`config.mk`:
```
export PLATFORM = sky130hd
export DESIGN_NAME = polynomial_add_sub_multiply_core
export DESIGN_NICKNAME = d
export VERILOG_FILES = /design/src/rtl/pasm_pkg.sv /design/src/rtl/pasm_store.sv /design/src/rtl/pasm_mac.sv /design/src/rtl/polynomial_add_sub_multiply_core.sv
export SDC_FILE = /design/constraint.sdc
export NUM_CORES = 2
export LEC_CHECK = 0
export BUFFER_PORTS_ARGS = -buffer_cell sky130_fd_sc_hd__buf_2
export CORE_ASPECT_RATIO = 1.5
export CORE_MARGIN = 4
export CORE_UTILIZATION = 62
export DETAILED_ROUTE_END_ITERATION = 7
export PLACE_DENSITY = 0.78
export SYNTH_ARGS = -nofsm -noshare
export SYNTH_HDL_FRONTEND = slang
export SYNTH_SLANG_ARGS = --single-unit
```
`constraint.sdc`:
```
create_clock -name aclk -period 22.1 [get_ports aclk]
set_input_delay 4.42 -clock aclk [delete_from_list [all_inputs] [get_ports aclk]]
set_output_delay 4.42 -clock aclk [all_outputs]
set_load 0.01 [all_outputs]
```
`src/rtl/pasm_pkg.sv`:
```
`default_nettype none
package pasm_pkg;

    localparam int MAX_TERMS_DEF = 16;
    localparam int COEF_W = 32;
    localparam int DEG_W = 4;
    localparam int ODEG_W = 5;
    localparam int REQ_W = 3;

    localparam logic [REQ_W-1:0] REQ_CLEAR = 3'd0;
    localparam logic [REQ_W-1:0] REQ_TERM_A = 3'd1;
    localparam logic [REQ_W-1:0] REQ_TERM_B = 3'd2;
    localparam logic [REQ_W-1:0] REQ_SUM = 3'd3;
    localparam logic [REQ_W-1:0] REQ_DIFF = 3'd4;
    localparam logic [REQ_W-1:0] REQ_PROD = 3'd5;

    localparam logic [1:0] OP_ADD = 2'd0;
    localparam logic [1:0] OP_SUB = 2'd1;
    localparam logic [1:0] OP_MUL = 2'd2;

    // tag that travels with each operand pair through the shared unit
    typedef struct packed {
        logic       valid;
        logic       first;
        logic       last;
        logic [1:0] op;
    } ctl_t;

endpackage
`default_nettype wire

```
`src/rtl/pasm_store.sv`:
```
`default_nettype none
module pasm_store #(
    parameter int MAX_TERMS = pasm_pkg::MAX_TERMS_DEF,
    parameter int AW = $clog2(MAX_TERMS)
) (
    input  wire logic                          aclk,
    input  wire logic                          aresetn,
    input  wire logic                          clear,
    input  wire logic                          wr_a,
    input  wire logic                          wr_b,
    input  wire logic [pasm_pkg::DEG_W-1:0]    wr_degree,
    input  wire logic [pasm_pkg::COEF_W-1:0]   wr_data,
    input  wire logic [AW-1:0]                 rd_a_idx,
    input  wire logic [AW-1:0]                 rd_b_idx,
    input  wire pasm_pkg::ctl_t                ctl_in,
    output logic [pasm_pkg::COEF_W-1:0]        a_q,
    output logic [pasm_pkg::COEF_W-1:0]        b_q,
    output pasm_pkg::ctl_t                     ctl_q
);

    logic [pasm_pkg::COEF_W-1:0] a_reg [MAX_TERMS];
    logic [pasm_pkg::COEF_W-1:0] b_reg [MAX_TERMS];
    logic [AW-1:0]               widx;
    logic                        in_range;

    assign widx = AW'(wr_degree);
    // degrees past the store are dropped
    assign in_range = (int'(wr_degree) < MAX_TERMS);

    always_ff @(posedge aclk) begin
        if (!aresetn || clear) begin
            for (int n = 0; n < MAX_TERMS; n++) begin
                a_reg[n] <= '0;
                b_reg[n] <= '0;
            end
        end else begin
            if (wr_a && in_range) begin
                a_reg[widx] <= a_reg[widx] + wr_data;
            end
            if (wr_b && in_range) begin
                b_reg[widx] <= b_reg[widx] + wr_data;
            end
        end
    end

    always_ff @(posedge aclk) begin
        a_q <= a_reg[rd_a_idx];
        b_q <= b_reg[rd_b_idx];
    end

    always_ff @(posedge aclk) begin
        if (!aresetn) begin
            ctl_q <= '0;
        end else begin
            ctl_q <= ctl_in;
        end
    end

endmodule
`default_nettype wire

```
`src/rtl/pasm_mac.sv`:
```
`default_nettype none
module pasm_mac (
    input  wire logic                          aclk,
    input  wire logic                          aresetn,
    input  wire logic [pasm_pkg::COEF_W-1:0]   a_in,
    input  wire logic [pasm_pkg::COEF_W-1:0]   b_in,
    input  wire pasm_pkg::ctl_t                ctl_in,
    output logic                               res_valid,
    output logic [pasm_pkg::COEF_W-1:0]        res_value
);

    logic [pasm_pkg::COEF_W-1:0] p_reg;
    logic [pasm_pkg::COEF_W-1:0] p_next;
    logic [pasm_pkg::COEF_W-1:0] acc_reg;
    logic [pasm_pkg::COEF_W-1:0] acc_next;
    pasm_pkg::ctl_t              ctl1_reg;

    always_comb begin
        case (ctl_in.op)
            pasm_pkg::OP_ADD: p_next = a_in + b_in;
            pasm_pkg::OP_SUB: p_next = a_in - b_in;
            pasm_pkg::OP_MUL: p_next = a_in * b_in;
            default:          p_next = a_in + b_in;
        endcase
    end

    assign acc_next = ctl1_reg.first ? p_reg : acc_reg + p_reg;
    assign res_valid = ctl1_reg.valid && ctl1_reg.last;
    assign res_value = acc_next;

    always_ff @(posedge aclk) begin
        p_reg <= p_next;
        if (ctl1_reg.valid) begin
            acc_reg <= acc_next;
        end
    end

    always_ff @(posedge aclk) begin
        if (!aresetn) begin
            ctl1_reg <= '0;
        end else begin
            ctl1_reg <= ctl_in;
        end
    end

endmodule
`default_nettype wire

```
`src/rtl/polynomial_add_sub_multiply_core.sv`:
```
// clear and term beats leave the sequencer idle, so s_tready stays high
// sum or difference: MAX_TERMS results
// product: 2*MAX_TERMS-1 results, MAX_TERMS^2 multiply-accumulates
// on the one shared multiplier
// s_tready is low while a compute beat runs; results leave through one output register
// reset (aresetn low, synchronous) clears both coefficient stores and all control state
`default_nettype none
module polynomial_add_sub_multiply_core #(
    parameter int MAX_TERMS = pasm_pkg::MAX_TERMS_DEF
) (
    input  wire logic        aclk,
    input  wire logic        aresetn,
    input  wire logic        s_tvalid,
    output logic             s_tready,
    input  wire logic [39:0] s_tdata,   // degree[3:0], coefficient[35:4], zero pad
    input  wire logic [2:0]  s_tuser,   // req_type
    output logic             m_tvalid,
    input  wire logic        m_tready,
    output logic [39:0]      m_tdata,   // out_degree[4:0], out_coefficient[36:5], zero pad
    output logic             m_tlast
);

    localparam int AW = $clog2(MAX_TERMS);
    localparam int IW = $clog2(2 * MAX_TERMS);

    localparam logic [1:0] ST_IDLE = 2'd0;
    localparam logic [1:0] ST_ISSUE = 2'd1;
    localparam logic [1:0] ST_WAIT = 2'd2;

    logic [1:0]    state_reg, state_next;
    logic [1:0]    op_reg, op_next;
    logic [IW-1:0] i_reg, i_next;
    logic [AW-1:0] j_reg, j_next;
    logic          pend_reg, pend_next;

    logic [pasm_pkg::ODEG_W-1:0] odeg_reg;
    logic [pasm_pkg::COEF_W-1:0] ocoef_reg;
    logic                        olast_reg;
    logic                        ovalid_reg;

    logic          accept;
    logic [2:0]    kind;
    logic [IW-1:0] final_deg;
    logic [AW-1:0] j_lo, j_hi, k_idx;
    logic [AW-1:0] rd_a, rd_b;
    logic          is_mul, term_last, out_free;
    pasm_pkg::ctl_t ctl_issue, ctl_rd;

    logic [pasm_pkg::COEF_W-1:0] a_q, b_q, res_value;
    logic                        res_valid;

    function automatic logic [AW-1:0] lo_of(input logic [IW-1:0] x);
        if (int'(x) >= MAX_TERMS) begin
            return AW'(int'(x) - (MAX_TERMS - 1));
        end
        return '0;
    endfunction

    assign accept = s_tvalid && s_tready;
    assign kind = s_tuser;
    assign s_tready = (state_reg == ST_IDLE);

    assign is_mul = (op_reg == pasm_pkg::OP_MUL);
    assign final_deg = is_mul ? IW'(2 * MAX_TERMS - 2) : IW'(MAX_TERMS - 1);
    assign j_lo = lo_of(i_reg);
    assign j_hi = (int'(i_reg) < MAX_TERMS) ? AW'(i_reg) : AW'(MAX_TERMS - 1);
    assign k_idx = AW'(int'(i_reg) - int'(j_reg));
    assign term_last = !is_mul || (j_reg == j_hi);
    assign rd_a = is_mul ? j_reg : AW'(i_reg);
    assign rd_b = is_mul ? k_idx : AW'(i_reg);
    assign out_free = !ovalid_reg || m_tready;

    always_comb begin
        ctl_issue.valid = (state_reg == ST_ISSUE);
        ctl_issue.first = !is_mul || (j_reg == j_lo);
        ctl_issue.last = term_last;
        ctl_issue.op = op_reg;
    end

    always_comb begin
        state_next = state_reg;
        op_next = op_reg;
        i_next = i_reg;
        j_next = j_reg;
        pend_next = pend_reg;
        if (res_valid) begin
            pend_next = 1'b0;
        end
        case (state_reg)
            ST_IDLE: begin
                if (accept) begin
                    i_next = '0;
                    j_next = '0;
                    if (kind == pasm_pkg::REQ_SUM) begin
                        op_next = pasm_pkg::OP_ADD;
                        state_next = ST_ISSUE;
                    end else if (kind == pasm_pkg::REQ_DIFF) begin
                        op_next = pasm_pkg::OP_SUB;
                        state_next = ST_ISSUE;
                    end else if (kind == pasm_pkg::REQ_PROD) begin
                        op_next = pasm_pkg::OP_MUL;
                        state_next = ST_ISSUE;
                    end
                end
            end
            ST_ISSUE: begin
                if (term_last) begin
                    pend_next = 1'b1;
                    state_next = ST_WAIT;
                end else begin
                    j_next = j_reg + 1'b1;
                end
            end
            ST_WAIT: begin
                // next degree starts only once the output register is sure to be empty
                if (!pend_reg && out_free) begin
                    if (i_reg == final_deg) begin
                        state_next = ST_IDLE;
                    end else begin
                        i_next = i_reg + 1'b1;
                        j_next = lo_of(i_reg + 1'b1);
                        state_next = ST_ISSUE;
                    end
                end
            end
            default: state_next = ST_IDLE;
        endcase
    end

    always_ff @(posedge aclk) begin
        if (!aresetn) begin
            state_reg <= ST_IDLE;
            op_reg <= pasm_pkg::OP_ADD;
            i_reg <= '0;
            j_reg <= '0;
            pend_reg <= 1'b0;
        end else begin
            state_reg <= state_next;
            op_reg <= op_next;
            i_reg <= i_next;
            j_reg <= j_next;
            pend_reg <= pend_next;
        end
    end

    pasm_store #(
        .MAX_TERMS (MAX_TERMS),
        .AW        (AW)
    ) u_store (
        .aclk      (aclk),
        .aresetn   (aresetn),
        .clear     (accept && (kind == pasm_pkg::REQ_CLEAR)),
        .wr_a      (accept && (kind == pasm_pkg::REQ_TERM_A)),
        .wr_b      (accept && (kind == pasm_pkg::REQ_TERM_B)),
        .wr_degree (s_tdata[3:0]),
        .wr_data   (s_tdata[35:4]),
        .rd_a_idx  (rd_a),
        .rd_b_idx  (rd_b),
        .ctl_in    (ctl_issue),
        .a_q       (a_q),
        .b_q       (b_q),
        .ctl_q     (ctl_rd)
    );

    pasm_mac u_mac (
        .aclk      (aclk),
        .aresetn   (aresetn),
        .a_in      (a_q),
        .b_in      (b_q),
        .ctl_in    (ctl_rd),
        .res_valid (res_valid),
        .res_value (res_value)
    );

    always_ff @(posedge aclk) begin
        if (res_valid) begin
            odeg_reg <= pasm_pkg::ODEG_W'(i_reg);
            ocoef_reg <= res_value;
            olast_reg <= (i_reg == final_deg);
        end
    end

    always_ff @(posedge aclk) begin
        if (!aresetn) begin
            ovalid_reg <= 1'b0;
        end else if (res_valid) begin
            ovalid_reg <= 1'b1;
        end else if (m_tready) begin
            ovalid_reg <= 1'b0;
        end
    end

    assign m_tvalid = ovalid_reg;
    assign m_tdata = {3'b000, ocoef_reg, odeg_reg};
    assign m_tlast = olast_reg;

    // a finished coefficient never lands on a beat still waiting in the output register
    assert property (@(posedge aclk) disable iff (!aresetn)
        res_valid |-> !ovalid_reg)
        else $error("result overwrote a pending output beat");

    // an outstanding result exists only while the sequencer waits for it
    assert property (@(posedge aclk) disable iff (!aresetn)
        pend_reg |-> (state_reg == ST_WAIT))
        else $error("result pending outside wait state");

    // no new request is taken while results are still in flight
    assert property (@(posedge aclk) disable iff (!aresetn)
        s_tready |-> (!pend_reg && !ctl_rd.valid))
        else $error("ready while the shared unit is busy");

    // the last flag of a run goes out only when the sequencer returns to idle
    assert property (@(posedge aclk) disable iff (!aresetn)
        (m_tvalid && m_tready && m_tlast) |=> (state_reg == ST_IDLE))
        else $error("last beat left with the run unfinished");

endmodule
`default_nettype wire
```
* Word-level counts from Yosys, hierarchy flattened
Memories as Yosys holds them, arrays and structs flattened. A register that Yosys moved wholly into a read port is not among the register bits.
Cells that the tools add are included.
** Word-level totals
- Flip-flop bits (word level) :: 125
- Bits in writable memories :: 1024
- Input port bits :: 47
- Output and inout port bits :: 43
- Logic and storage cells :: 133
- Memories :: 2
** Memories
- u_store.a_reg :: depth 16, width 32, rd ports 2, clocked after Yosys merged registers in 1, wr ports 16, RTL line pasm_store.sv:21 : logic [pasm_pkg::COEF_W-1:0] a_reg [MAX_TERMS];
- u_store.b_reg :: depth 16, width 32, rd ports 2, clocked after Yosys merged registers in 1, wr ports 16, RTL line pasm_store.sv:22 : logic [pasm_pkg::COEF_W-1:0] b_reg [MAX_TERMS];
** Operators by class
- Add/sub/neg operators :: 10
- Multipliers :: 1
- Magnitude comparators :: 3
- Equal/unequal tests :: 19
- Multiplexer cells :: 54
- Reduce and logical (&&, ||, !) cells :: 26
** Operators with widths (count)
- 32-bit adder :: 4
- 32-bit two-way mux :: 3
- 32-bit case mux with 2 select lines :: 1
- 32-bit OR reduction :: 2
- 4-bit two-way mux :: 13
- 32-bit by 32-bit multiplier with 32-bit output :: 1
- 32-bit subtractor :: 1
- 1-bit two-way mux :: 21
- 5-bit two-way mux :: 4
- 2-bit two-way mux :: 9
- 4-bit case mux with 3 select lines :: 1
- 5-bit >= comparator, second input constant :: 2
- 5-bit case mux with 2 select lines :: 1
- 4-bit == test :: 2
- 2-bit != test, second input constant :: 4
- 4-bit AND reduction :: 2
- 4-bit subtractor, second input constant :: 2
- 2-bit == test, second input constant :: 3
- 3-bit by 2-bit == test with 1-bit output, second input constant :: 2
- 3-bit == test, second input constant :: 2
- 1-bit logical AND :: 6
- 2-bit case mux with 3 select lines :: 1
- 3-bit nonzero test :: 2
- 5-bit by 1-bit adder with 5-bit output, second input constant :: 1
- 15 further kinds :: 23

* Logic depth before layout (Yosys ltp)
- Depth in word-level cells :: 10
- Gate-level depth with buffers :: 27

* Hierarchy
Synthesis repeated with hierarchy kept, for this count alone.
** Second synthesis, totals
- Cell total of the unflattened synthesis :: 6423
- Area total of the unflattened synthesis :: 80473.4 sq um
** Modules (own cells, without submodules)
- pasm_store :: times used 1, cells an instance 3693, area an instance 55972.4 sq um, sequential area each 32130.8 sq um
- pasm_mac :: times used 1, cells an instance 2490, area an instance 21848.5 sq um, sequential area each 1661.6 sq um
- polynomial_add_sub_multiply_core :: times used 1, cells an instance 240, area an instance 2652.5 sq um, sequential area each 1441.4 sq um

* Least setup slack after synthesis
Ideal clock, no wire load.
- Path kind :: input to register
- Start point :: input s_tdata[0]
- End point :: memory u_store.a_reg[10][27] (netlist bit) (data pin)
- Data arrival time :: 9.020 ns
- Setup slack :: 12.814 ns
- Stages :: 17
- Path buffers :: 5
- Cells stage by stage :: buf_2 buf_2 clkbuf_1 buf_1 mux4_2 mux4_2 ha_1 o21a_1 a2111oi_4 o211ai_1 a211o_1 nor3b_1 o31ai_4 nand2b_2 xnor2_2 buf_4 nor2_1
** RTL lines
- start, declared :: RTL line polynomial_add_sub_multiply_core.sv:15 : input wire logic [39:0] s_tdata,
- end, declared :: RTL line pasm_store.sv:21

==> impl_metrics.env <==
export IMPL_worst_path_max_delay_cell="a311oi_2"
export IMPL_grt_pass1_wl_um=367000
export IMPL_crit_cells=13
export IMPL_violations="antenna violations"
export IMPL_overflow=0
export IMPL_crit_family="compound AO/OA/AOI/OAI gates"
export IMPL_r2r_slack_ns=13.57
export IMPL_cts_buffer_depth=3
export IMPL_hold_start="u_store.ctl_q[3]"
export IMPL_cts_hold_buf=0
export IMPL_swShare_pct=45.0
export IMPL_first_global_vias=60800
export IMPL_wire_per_inst_um=30.2
export IMPL_relSlewSlack_pct=10.4
export IMPL_p_seq_share_pct=22.1
export IMPL_die_x_um=302
export IMPL_min_path_cells=1
export IMPL_endpoint_kind="flop"
export IMPL_avgSynthCellArea_um2=12.2
export IMPL_ant_nets=1
export IMPL_place_ws_ns=10.31
export IMPL_synth_edf_count=1094
export IMPL_drc=0
export IMPL_critPathMaxFanout=63
export IMPL_ys_ff_latch=1213
export IMPL_viasPerCell=7.01
export IMPL_place_area_um2=82200
export IMPL_reg2reg_depth=23
export IMPL_irDropWorstVdd_uv=517
export IMPL_period_share_pct=50.3
export IMPL_timing_rr_end="u_mac.p_reg[27]"
export IMPL_switchingPower_mw=5.86
export IMPL_p_int_mw=7.17
export IMPL_worstPathRequired_ns=22.56
export IMPL_n_fill_cell=8956
export IMPL_power_density_nw_per_um2=151
export IMPL_drtIter0Drc=6919
export IMPL_ctsResizeCount=0
export IMPL_syn_inst=6553
export IMPL_fin_setup_tns_ns=0
export IMPL_pwr_share_comb_pct=61.9
export IMPL_drt_total_wl_um=249000
export IMPL_hold_path_class="reg2reg"
export IMPL_max_freq_mhz=90.0
export IMPL_port_buffers=82
export IMPL_syn_to_final_growth_pct=7.55
export IMPL_insertion_delay_ns=0.79
export IMPL_rsz0062_at_grt="no"
export IMPL_min_to="u_mac.ctl1_reg[3]"
export IMPL_p_clk_share_pct=16.0
export IMPL_hold_viol=0
export IMPL_final_common_cell="edfxtp_1"
export IMPL_drive_gt1_share_pct=17.0
export IMPL_cts_tree="yes"
export IMPL_ys_seq_area_share_pct=44.0
export IMPL_async_flop_share_pct=0
export IMPL_arrival_ns=11.56
export IMPL_ys_warn_count=0
export IMPL_io_pins=90
export IMPL_hold_worst_slack_ns=0.424
export IMPL_design_area_um2=86200
export IMPL_vias=57700
export IMPL_nNetsFinal=7125
export IMPL_finClkSkew_ns=0.0588
export IMPL_finalCriticalPeriod_ns=11.11
export IMPL_place_gp_congestion=0.944
export IMPL_drv_cap=0
export IMPL_drt_pass1_iterations=6
export IMPL_crit_path_start_kind="input port"
export IMPL_finalSetupViolations=0
export IMPL_grt_use_total_pct=37.2
export IMPL_start_util_pct=62.4
export IMPL_r2r_start="u_store.a_q[14]"
export IMPL_tightest_slew_ns=1.33
export IMPL_clock_sinks=1213
export IMPL_layout_setup_ws_ns=10.99
export IMPL_grt_max_degree=133
export IMPL_grt_antenna_before_repair=14
export IMPL_design_core_area_um2=128000
export IMPL_ys_flop_type="edfxtp_1"
export IMPL_numCtsBuffers=111
export IMPL_leakage_nw=33.5
export IMPL_die_area_um2=135000
export IMPL_cts_root_buf="clkbuf_16"
export IMPL_worstSetupPathType="in2reg"
export IMPL_yosysUniqueCellTypes=89
export IMPL_final_max_slew_viol_count=0
export IMPL_worstPathCellList="buf_8 > buf_4 > buf_4 > mux4_2 > mux4_2 > ha_1 > a21oi_1 > nor3b_2 > a211oi_1 > o41ai_2 > nor4b_1 > a311oi_2 > nor2_1"
export IMPL_synthesis_area_um2=80100
export IMPL_outcome="finished, violations left"
export IMPL_die_h_um=448
export IMPL_final_cell_mix="edfxtp_1, nor2_1, mux4_2"
export IMPL_dpl_hpwl_um=154000
export IMPL_post_cts_buffers=0
export IMPL_slowest_delay_ns=0.94
export IMPL_fin_util_pct=67.2
export IMPL_cp_num_buf_inv=3
export IMPL_h_tree_depth=3
export IMPL_row_count=161
export IMPL_clkTransAtPathRegs_ns=0.08
-- area by class of cell --
type / count / area [µm²] / area share (%)
flip-flops and latches: 1213 / 35200 / 40.9
diodes: 14 / 35.0 / 0.0407
inverters: 441 / 1660 / 1.92
repair buffers: 218 / 1510 / 1.75
clock buffers: 159 / 3260 / 3.79
clock inverters: 53 / 691 / 0.802
well taps: 1711 / 2140 / 2.48
multi-input cells: 4421 / 41600 / 48.3
-- kinds of logic after synthesis --
kind of cell	share of synthesized area (%)
AND/OR/NAND/NOR	12.4
flip-flops	44.0
buffers and inverters	4.44
AO/OA/AOI/OAI	5.59
adder cells (fa/ha/maj)	14.4
multiplexers	16.7
XOR/XNOR	2.46
other	0.00468
-- synthesized netlist by cell type (9+ instances only) --
master | count | share of area (%)
a211oi_1 | 90 | 0.84
a21boi_0 | 16 | 0.15
a21o_1 | 56 | 0.52
a21oi_1 | 174 | 1.1
a31oi_1 | 48 | 0.37
and2_1 | 353 | 2.8
and3_1 | 11 | 0.086
buf_1 | 48 | 0.22
buf_2 | 51 | 0.32
clkbuf_1 | 372 | 1.7
dfxtp_1 | 119 | 3.0
edfxtp_1 | 1094 | 41
fa_1 | 413 | 10
ha_1 | 259 | 4.0
inv_1 | 441 | 2.1
mux2i_1 | 39 | 0.49
mux4_2 | 576 | 16
nand2_1 | 480 | 2.2
nand2b_1 | 24 | 0.19
nand3_1 | 46 | 0.29
nor2_1 | 1082 | 5.1
nor2b_1 | 61 | 0.48
nor3_1 | 84 | 0.52
nor3b_1 | 9 | 0.084
nor4_1 | 10 | 0.078
o21a_1 | 32 | 0.30
o21ai_0 | 128 | 0.80
o21bai_1 | 17 | 0.16
o22ai_1 | 13 | 0.10
o31ai_1 | 13 | 0.12
or2_2 | 9 | 0.070
or3_1 | 14 | 0.11
xnor2_1 | 130 | 1.4
xor2_1 | 84 | 0.92
-- power by group through the flow --
stage / combinational (mW) / sequential [mW] / clock, mW
final: 8.07 / 2.89 / 2.08
after detailed placement: 7.91 / 2.92 / 0
after global placement: 7.75 / 2.91 / 0
after floorplan: 5.78 / 2.84 / 0
after CTS: 7.97 / 2.88 / 2.08
after global routing: 8.84 / 2.90 / 2.18
-- worst max-delay path by stage --
stage	start	to	slack, ns
floorplan	s_tdata[0]	u_store.a_reg[10][27]	12.81
global placement	s_tdata[0]	u_store.b_reg[13][31]	10.48
detailed placement	s_tdata[0]	u_store.b_reg[4][31]	10.31
CTS	s_tdata[0]	u_store.b_reg[13][31]	10.90
global route	s_tdata[0]	u_store.b_reg[3][25]	10.61
finish	s_tdata[0]	u_store.b_reg[7][20]	10.99
-- stage by stage --
step / instances / total power [mW]
after floorplan: 6555 / 8.62
after global placement: 8003 / 10.7
after detailed placement: 8003 / 10.8
after CTS: 8215 / 12.9
after global routing: 8219 / 13.9
final: 8230 / 13.0
-- layer usage --
metal	global-route usage, %	up-vias	share of wire, %
met5	0	-	0.035
met4	30.8	12	10
met3	9.18	1672	12
met2	62.6	4780	49
met1	39.5	28200	28
li1	-	23000	-
Note: power is estimated with default switching activity, not from simulation.
